==> config.mk <==
export PLATFORM = sky130hd
export DESIGN_NAME = sorted_pair_dispatch_queue_unit
export DESIGN_NICKNAME = d
export VERILOG_FILES = /design/src/hdl/spdq_pkg.sv /design/src/hdl/spdq_ram.sv /design/src/hdl/sorted_pair_dispatch_queue_unit.sv
export SDC_FILE = /design/constraint.sdc
export NUM_CORES = 2
export LEC_CHECK = 0
export ABC_CLOCK_PERIOD_IN_PS = 5500
export BUFFER_PORTS_ARGS = -buffer_cell sky130_fd_sc_hd__buf_2
export CORE_MARGIN = 5
export CORE_UTILIZATION = 54
export DETAILED_ROUTE_END_ITERATION = 10
export PLACE_DENSITY = 0.7
export SLEW_MARGIN = 20
export SYNTH_ARGS = -nofsm -noshare
export SYNTH_HDL_FRONTEND = slang
export SYNTH_SLANG_ARGS = --single-unit
==> constraint.sdc <==
create_clock -name clk -period 5.5 [get_ports clk]
set_input_delay 0.55 -clock clk [delete_from_list [all_inputs] [get_ports clk]]
set_output_delay 0.55 -clock clk [all_outputs]
set_load 0.02 [all_outputs]
==> src/hdl/spdq_pkg.sv <==
// shared types and constants of the sorted pair dispatch queue
package spdq_pkg;

  localparam int REQ_W    = 2;
  localparam int STATUS_W = 3;
  localparam int SLOT_W   = 5;
  localparam int COUNT_W  = 6;
  localparam int PAIR_SIZE = 2;

  typedef enum logic [REQ_W-1:0] {
    REQ_ADD   = 2'd0,
    REQ_TAKE  = 2'd1,
    REQ_PEEK  = 2'd2,
    REQ_CLEAR = 2'd3
  } req_t;

  typedef enum logic [STATUS_W-1:0] {
    ST_OK     = 3'd0,
    ST_FULL   = 3'd1,
    ST_DUP    = 3'd2,
    ST_FEW    = 3'd3,
    ST_BADIDX = 3'd4,
    ST_NULL   = 3'd5
  } status_t;

endpackage

==> src/hdl/spdq_ram.sv <==
// generic single write port ram with registered read
module spdq_ram #(
  parameter int WIDTH = 40,
  parameter int DEPTH = 32
) (
  input  logic                     clk,
  input  logic                     we,
  input  logic [$clog2(DEPTH)-1:0] waddr,
  input  logic [WIDTH-1:0]         wdata,
  input  logic [$clog2(DEPTH)-1:0] raddr,
  output logic [WIDTH-1:0]         rdata
);

  logic [WIDTH-1:0] mem [DEPTH];

  always_ff @(posedge clk) begin
    if (we) begin
      mem[waddr] <= wdata;
    end
    rdata <= mem[raddr];
  end

endmodule

==> src/hdl/sorted_pair_dispatch_queue_unit.sv <==
// top level: sorted (id, score) queue with add, take pair, peek and clear requests
//
// Keeps up to QUEUE_DEPTH entries in one ram, packed from slot 0 and sorted by
// descending score, earlier arrivals first among equal scores. One small
// sequencer walks the ram through its single read and single write port, one
// visited slot at a time. An add scans the queued entries for a duplicate id
// and the insert point, moves each entry at and behind that point down one
// slot, tail first, and writes the new entry; an add whose id is already
// queued stops the scan at that slot. A take pair reads every slot, and a peek
// reads one; a clear and a null id or full queue add do no ram work. Every
// item ends by loading the result register. in_ready is high only while the
// sequencer is idle. A finished result waits in the output register, so the
// next item may start while the previous result is still being taken; that
// item cannot finish until the output register is free again. Every item
// gives exactly one result; entry_count is the queue size after the request.
module sorted_pair_dispatch_queue_unit #(
  parameter int QUEUE_DEPTH = 32,
  parameter int ID_BITS     = 16,
  parameter int SCORE_BITS  = 24
) (
  input  logic                          clk,
  input  logic                          rst_n,
  input  logic                          in_valid,
  output logic                          in_ready,
  input  logic [spdq_pkg::REQ_W-1:0]    in_req_type,
  input  logic [ID_BITS-1:0]            in_player_id,
  input  logic [SCORE_BITS-1:0]         in_score,
  input  logic [spdq_pkg::SLOT_W-1:0]   in_slot_index,
  output logic                          out_valid,
  input  logic                          out_ready,
  output logic [spdq_pkg::STATUS_W-1:0] out_status,
  output logic [ID_BITS-1:0]            out_first_id,
  output logic [SCORE_BITS-1:0]         out_first_score,
  output logic [ID_BITS-1:0]            out_second_id,
  output logic [spdq_pkg::COUNT_W-1:0]  out_entry_count
);

  import spdq_pkg::*;

  localparam int AW = $clog2(QUEUE_DEPTH);
  localparam int CW = $clog2(QUEUE_DEPTH + 1);
  localparam int WW = ID_BITS + SCORE_BITS;

  typedef enum logic [3:0] {
    S_IDLE,
    S_SCAN_RD,
    S_SCAN_CHK,
    S_SHIFT_RD,
    S_SHIFT_WR,
    S_INSERT,
    S_TAKE_RD,
    S_TAKE_MV,
    S_PEEK_RD,
    S_PEEK_CAP,
    S_FINISH
  } state_t;

  state_t                state_r;
  logic [CW-1:0]         count_r;     // queued entries
  logic [CW-1:0]         idx_r;       // slot walked by the sequencer
  logic [CW-1:0]         pos_r;       // insert point of an add
  logic                  found_r;     // insert point already seen in scan
  logic [ID_BITS-1:0]    req_id_r;
  logic [SCORE_BITS-1:0] req_sc_r;

  // result being built, moved to the output register at finish
  status_t               res_status_r;
  logic [ID_BITS-1:0]    res_fid_r;
  logic [SCORE_BITS-1:0] res_fsc_r;
  logic [ID_BITS-1:0]    res_sid_r;

  logic                  out_valid_r;
  logic [STATUS_W-1:0]   out_status_r;
  logic [ID_BITS-1:0]    out_fid_r;
  logic [SCORE_BITS-1:0] out_fsc_r;
  logic [ID_BITS-1:0]    out_sid_r;
  logic [COUNT_W-1:0]    out_count_r;

  // ram port
  logic                  ram_we;
  logic [AW-1:0]         ram_waddr;
  logic [WW-1:0]         ram_wdata;
  logic [AW-1:0]         ram_raddr;
  logic [WW-1:0]         ram_rdata;

  logic [CW-1:0]         idx_m1;
  logic [CW-1:0]         idx_m2;
  logic [CW-1:0]         count_m1;
  logic [ID_BITS-1:0]    rd_id;
  logic [SCORE_BITS-1:0] rd_sc;
  logic                  scan_last;
  logic                  score_lower;
  logic [CW-1:0]         pos_fin;

  spdq_ram #(
    .WIDTH (WW),
    .DEPTH (QUEUE_DEPTH)
  ) u_ram (
    .clk   (clk),
    .we    (ram_we),
    .waddr (ram_waddr),
    .wdata (ram_wdata),
    .raddr (ram_raddr),
    .rdata (ram_rdata)
  );

  assign idx_m1      = idx_r - CW'(1);
  assign idx_m2      = idx_r - CW'(PAIR_SIZE);
  assign count_m1    = count_r - CW'(1);
  assign rd_id       = ram_rdata[WW-1:SCORE_BITS];
  assign rd_sc       = ram_rdata[SCORE_BITS-1:0];
  assign scan_last   = (idx_r == count_m1);
  assign score_lower = (rd_sc < req_sc_r);

  // first slot whose score is below the new one, else the tail
  always_comb begin
    if (found_r) begin
      pos_fin = pos_r;
    end else if (score_lower) begin
      pos_fin = idx_r;
    end else begin
      pos_fin = count_r;
    end
  end

  // ram addressing per sequencer step
  always_comb begin
    ram_we    = 1'b0;
    ram_waddr = idx_r[AW-1:0];
    ram_wdata = ram_rdata;
    ram_raddr = idx_r[AW-1:0];
    case (state_r)
      S_SHIFT_RD: begin
        ram_raddr = idx_m1[AW-1:0];
      end
      S_SHIFT_WR: begin
        ram_we = 1'b1;
      end
      S_INSERT: begin
        ram_we    = 1'b1;
        ram_waddr = pos_r[AW-1:0];
        ram_wdata = {req_id_r, req_sc_r};
      end
      S_TAKE_MV: begin
        // entries behind the head pair move up two slots
        ram_we    = (idx_r >= CW'(PAIR_SIZE));
        ram_waddr = idx_m2[AW-1:0];
      end
      default: begin
      end
    endcase
  end

  always_ff @(posedge clk) begin
    if (!rst_n) begin
      state_r     <= S_IDLE;
      count_r     <= '0;
      out_valid_r <= 1'b0;
    end else begin
      // finish handles the output register itself
      if (out_valid_r && out_ready && state_r != S_FINISH) begin
        out_valid_r <= 1'b0;
      end

      case (state_r)
        S_IDLE: begin
          if (in_valid) begin
            req_id_r     <= in_player_id;
            req_sc_r     <= in_score;
            res_status_r <= ST_OK;
            res_fid_r    <= '0;
            res_fsc_r    <= '0;
            res_sid_r    <= '0;
            idx_r        <= '0;
            found_r      <= 1'b0;
            pos_r        <= '0;
            state_r      <= S_FINISH;
            case (req_t'(in_req_type))
              REQ_ADD: begin
                if (in_player_id == '0) begin
                  res_status_r <= ST_NULL;
                end else if (count_r == CW'(QUEUE_DEPTH)) begin
                  res_status_r <= ST_FULL;
                end else if (count_r == '0) begin
                  state_r <= S_INSERT;
                end else begin
                  state_r <= S_SCAN_RD;
                end
              end
              REQ_TAKE: begin
                if (count_r < CW'(PAIR_SIZE)) begin
                  res_status_r <= ST_FEW;
                end else begin
                  state_r <= S_TAKE_RD;
                end
              end
              REQ_PEEK: begin
                if (32'(in_slot_index) >= 32'(count_r)) begin
                  res_status_r <= ST_BADIDX;
                end else begin
                  idx_r   <= CW'(in_slot_index);
                  state_r <= S_PEEK_RD;
                end
              end
              default: begin
                count_r <= '0;
              end
            endcase
          end
        end

        // duplicate check and insert point search, one slot at a time
        S_SCAN_RD: begin
          state_r <= S_SCAN_CHK;
        end
        S_SCAN_CHK: begin
          if (rd_id == req_id_r) begin
            res_status_r <= ST_DUP;
            state_r      <= S_FINISH;
          end else if (scan_last) begin
            pos_r <= pos_fin;
            idx_r <= count_r;
            if (count_r > pos_fin) begin
              state_r <= S_SHIFT_RD;
            end else begin
              state_r <= S_INSERT;
            end
          end else begin
            pos_r   <= pos_fin;
            found_r <= found_r || score_lower;
            idx_r   <= idx_r + CW'(1);
            state_r <= S_SCAN_RD;
          end
        end

        // move entries at and behind the insert point down one slot, tail first
        S_SHIFT_RD: begin
          state_r <= S_SHIFT_WR;
        end
        S_SHIFT_WR: begin
          idx_r <= idx_m1;
          if (idx_m1 == pos_r) begin
            state_r <= S_INSERT;
          end else begin
            state_r <= S_SHIFT_RD;
          end
        end
        S_INSERT: begin
          count_r <= count_r + CW'(1);
          state_r <= S_FINISH;
        end

        // read every slot: capture the head pair, copy the rest up
        S_TAKE_RD: begin
          state_r <= S_TAKE_MV;
        end
        S_TAKE_MV: begin
          if (idx_r == '0) begin
            res_fid_r <= rd_id;
            res_fsc_r <= rd_sc;
          end
          if (idx_r == CW'(1)) begin
            res_sid_r <= rd_id;
          end
          if (scan_last) begin
            count_r <= count_r - CW'(PAIR_SIZE);
            state_r <= S_FINISH;
          end else begin
            idx_r   <= idx_r + CW'(1);
            state_r <= S_TAKE_RD;
          end
        end

        S_PEEK_RD: begin
          state_r <= S_PEEK_CAP;
        end
        S_PEEK_CAP: begin
          res_fid_r <= rd_id;
          res_fsc_r <= rd_sc;
          state_r   <= S_FINISH;
        end

        // hand the result over once the output register is free
        S_FINISH: begin
          if (!out_valid_r || out_ready) begin
            out_valid_r  <= 1'b1;
            out_status_r <= res_status_r;
            out_fid_r    <= res_fid_r;
            out_fsc_r    <= res_fsc_r;
            out_sid_r    <= res_sid_r;
            out_count_r  <= COUNT_W'(count_r);
            state_r      <= S_IDLE;
          end
        end

        default: begin
          state_r <= S_IDLE;
        end
      endcase
    end
  end

  assign in_ready        = (state_r == S_IDLE);
  assign out_valid       = out_valid_r;
  assign out_status      = out_status_r;
  assign out_first_id    = out_fid_r;
  assign out_first_score = out_fsc_r;
  assign out_second_id   = out_sid_r;
  assign out_entry_count = out_count_r;

endmodule

==> results.toml <==
[timing]
max_freq_ghz = 0.214
finalHoldViolations = 0
skew_ps = 22.7
rsz0062_at_grt = "no"
relSlewSlack_pct = 20.6
min_period_ps = 4680
finalSetupTns_ps = 0
setup_viol = 0
tightest_slew_ps = 1190
period_share_pct = 85.1
drv_slew = 0
fin_hold_ws_ps = 133

[drt]
routed_via_density = 6.27
postRouteAntennaNets = 0
drtPass1Iterations = 6
routed_wl_um = 151000
post-route-drc-count = 0
routedWlPerCell_um = 27.1
first_iter_violations = 4127
vias = 35009

[min_path]
holdCritPathClass = "input pin to flop"
min_path_cells = 3

[cts]
cts_buffer_depth = 3
clkLatencyLatePin_ps = 760
cts_max_level = 4
cts-buffers-inserted = 143
cts_resized = 0
cts.sinks = 1508
cts_setup_buffers = 0
cts_root_buf = "clkbuf_16"
holdBufCountCts = 40
path_clk_slew_ps = 60
cts_tree = "yes"

[layout]
final_nets = 4073
stdcell_area_um2 = 68300
syn_to_final_growth_pct = 13.5
drive_gt1_share_pct = 15.9
fin_util_pct = 61.7

[power]
comb_power_share_pct = 31.2
p_leak_nw = 23.1
switchingPower_w = 0.0126
power_density_nw_per_um2 = 536
power.share.clock_pct = 26.6
internal-power_w = 0.0239
sw_frac_of_total_pct = 34.6
pwr-share-seq_pct = 42.2
peakVddDrop_mv = 0.463

[die]
pin_count = 118
rows = 122
die_h_um = 344
core_area_um2 = 111000
initial_core_util_pct = 54.3
die-area_um2 = 118000
die_x_um = 344

[yosys]
synth.distinct_cells = 68
yosysSeqAreaShare_pct = 74.5
syn-num-nets = 3891
synth_cells = 3792
netlist_area_um2 = 60100
ys_ff_latch = 1508
synth_flop_cell = "edfxtp_1"
synth_enable_flop_cells = 1457
ys_async_sr_fraction_pct = 0
synth_warnings = 0
synth_area_per_cell_um2 = 15.9

[worst_setup_path]
r2r_cells = 7
path_max_fanout = 62
worst-setup-path-type = "flop to flop"
cp_data_required_time_ps = 6050
endpoint_kind = "flop"
cp.arrival_ps = 5230
start_kind = "flop"

[run]
maxCapViolCount = 0

[placement]
dpl_cell_area_um2 = 63200
place_congestion = 0.850
io_buffers = 117
dp_hpwl_um = 88600

[global_route]
antenna_found_initial = 0
grt_usage_pct = 25.7
grt_max_degree = 161
grt_pass1_wl_um = 225000
grt_pass1_vias = 34728
globalRouteOverflowTotal = 0

[outcome]
outcome = "completed"
power by group through the flow:
| stage | logic (W) | registers (W) | clock network [W] |
|---|---|---|---|
| after global placement | 0.0110 | 0.0157 | 0 |
| after detailed placement | 0.0113 | 0.0157 | 0 |
| after CTS | 0.0113 | 0.0155 | 0.00983 |
| after global routing | 0.0122 | 0.0155 | 0.0104 |
| final | 0.0114 | 0.0155 | 0.00973 |
| after floorplan | 0.00722 | 0.0153 | 0 |
flip-flops by register name, indices dropped and copies added, names as in the netlist, 3 cells and up:
name             flops
count_r              6
out_status           3
idx_r                6
res_sid_r           16
out_second_id       16
out_entry_count      6
req_sc_r            24
state_r              4
res_fid_r           16
out_first_score     24
pos_r                6
u_ram.rdata         40
res_fsc_r           24
req_id_r            16
res_status_r         3
out_first_id        16
u_ram.mem         1280
layout make-up:
| class | count | area, um^2 |
|---|---|---|
| diodes | 1 | 2.50 |
| clock buffers | 185 | 3850 |
| clock inverters | 80 | 766 |
| fillers | 7859 | 42400 |
| inverters | 39 | 146 |
| multi-input cells | 2009 | 14800 |
| flip-flops and latches | 1508 | 44800 |
| well taps | 1488 | 1860 |
| repair buffers | 273 | 2100 |
Yosys cell counts (48+ instances only):
cell type  count  area share [%]
edfxtp_1    1457              73
nand3_1       51            0.42
a21oi_1      191             1.6
buf_2         57            0.47
a31oi_1      123             1.3
dfxtp_1       51             1.7
and2_1        62            0.65
nor2_1        89            0.56
nand2_1      574             3.6
o22ai_1       86            0.89
mux2i_1      202             3.4
ha_1          48             1.0
o21ai_0       50            0.42
mux4_2       120             4.5
clkbuf_1     143            0.89
critical path: stages (launching register included):
cell and delay [ps]:
dfxtp_2 1030, and4bb_4 740, a21oi_1 300, o21ai_4 800, buf_4 290, a21oi_1 50, o41ai_1 1010, a31oi_1 220
cells in the final DEF, fill, tap and decap left out, types with 25 or more instances in the layout:
| cell | n |
|---|---|
| edfxtp_1 | 1457 |
| nand2_1 | 567 |
| mux2i_1 | 201 |
| a21oi_1 | 191 |
| clkbuf_16 | 146 |
| a31oi_1 | 123 |
| mux4_2 | 120 |
| buf_2 | 117 |
| buf_4 | 96 |
| o22ai_1 | 86 |
| and2_1 | 62 |
| nor2_1 | 51 |
| nand3_1 | 51 |
| dfxtp_1 | 50 |
| ha_1 | 47 |
| a22oi_1 | 43 |
| and3_1 | 43 |
| or4_1 | 42 |
| a2111oi_0 | 40 |
| dlygate4sd3_1 | 40 |
| inv_1 | 38 |
| o41ai_1 | 38 |
| nor2_4 | 37 |
| clkbuf_1 | 34 |
| clkinv_2 | 28 |
| o21ai_0 | 26 |
| clkinv_1 | 25 |
| xor2_1 | 25 |
kinds of logic (layout without fill, tap and decap cells):
group,after synthesis,in the layout,share of synthesized area (%)
compound gates,639,639,6.78
xor+xnor,44,44,0.672
flops,1508,1508,74.5
fa+ha+maj,48,48,0.999
mux,324,324,7.90
simple gates,954,954,7.20
buf+inv,275,577,2.00
other cells,0,1,0
final timing paths:
kind / startpoint / slack, ps / end
max reg2reg: state_r[0]$_SDFFE_PN0P_ / 820 / u_ram.rdata[36]$_DFF_P_
max: state_r[0]$_SDFFE_PN0P_ / 820 / u_ram.rdata[36]$_DFF_P_
min reg2reg: res_fid_r[15]$_SDFFCE_PN0P_ / 420 / out_first_id[15]$_DFFE_PP_
min: out_ready / 130 / out_valid$_SDFF_PN0_
stage by stage:
step | setup slack, ps | total power (W) | instances
floorplan | 1530 | 0.0226 | 3792
global placement | 1020 | 0.0267 | 5275
detailed placement | 933 | 0.0270 | 5276
CTS | 897 | 0.0366 | 5581
global route | 726 | 0.0380 | 5582
finish | 819 | 0.0366 | 5583
routing by layer:
layer	wire length (um)	share of wire [%]	vias to the layer above	global-route usage (%)
li1	-	-	15175	-
met1	58800	39	17852	34.6
met2	75600	50	1672	43.0
met3	11200	7.4	310	3.76
met4	5730	3.8	0	9.53
met5	0	0	-	0
(Power assumes the default switching activity.)
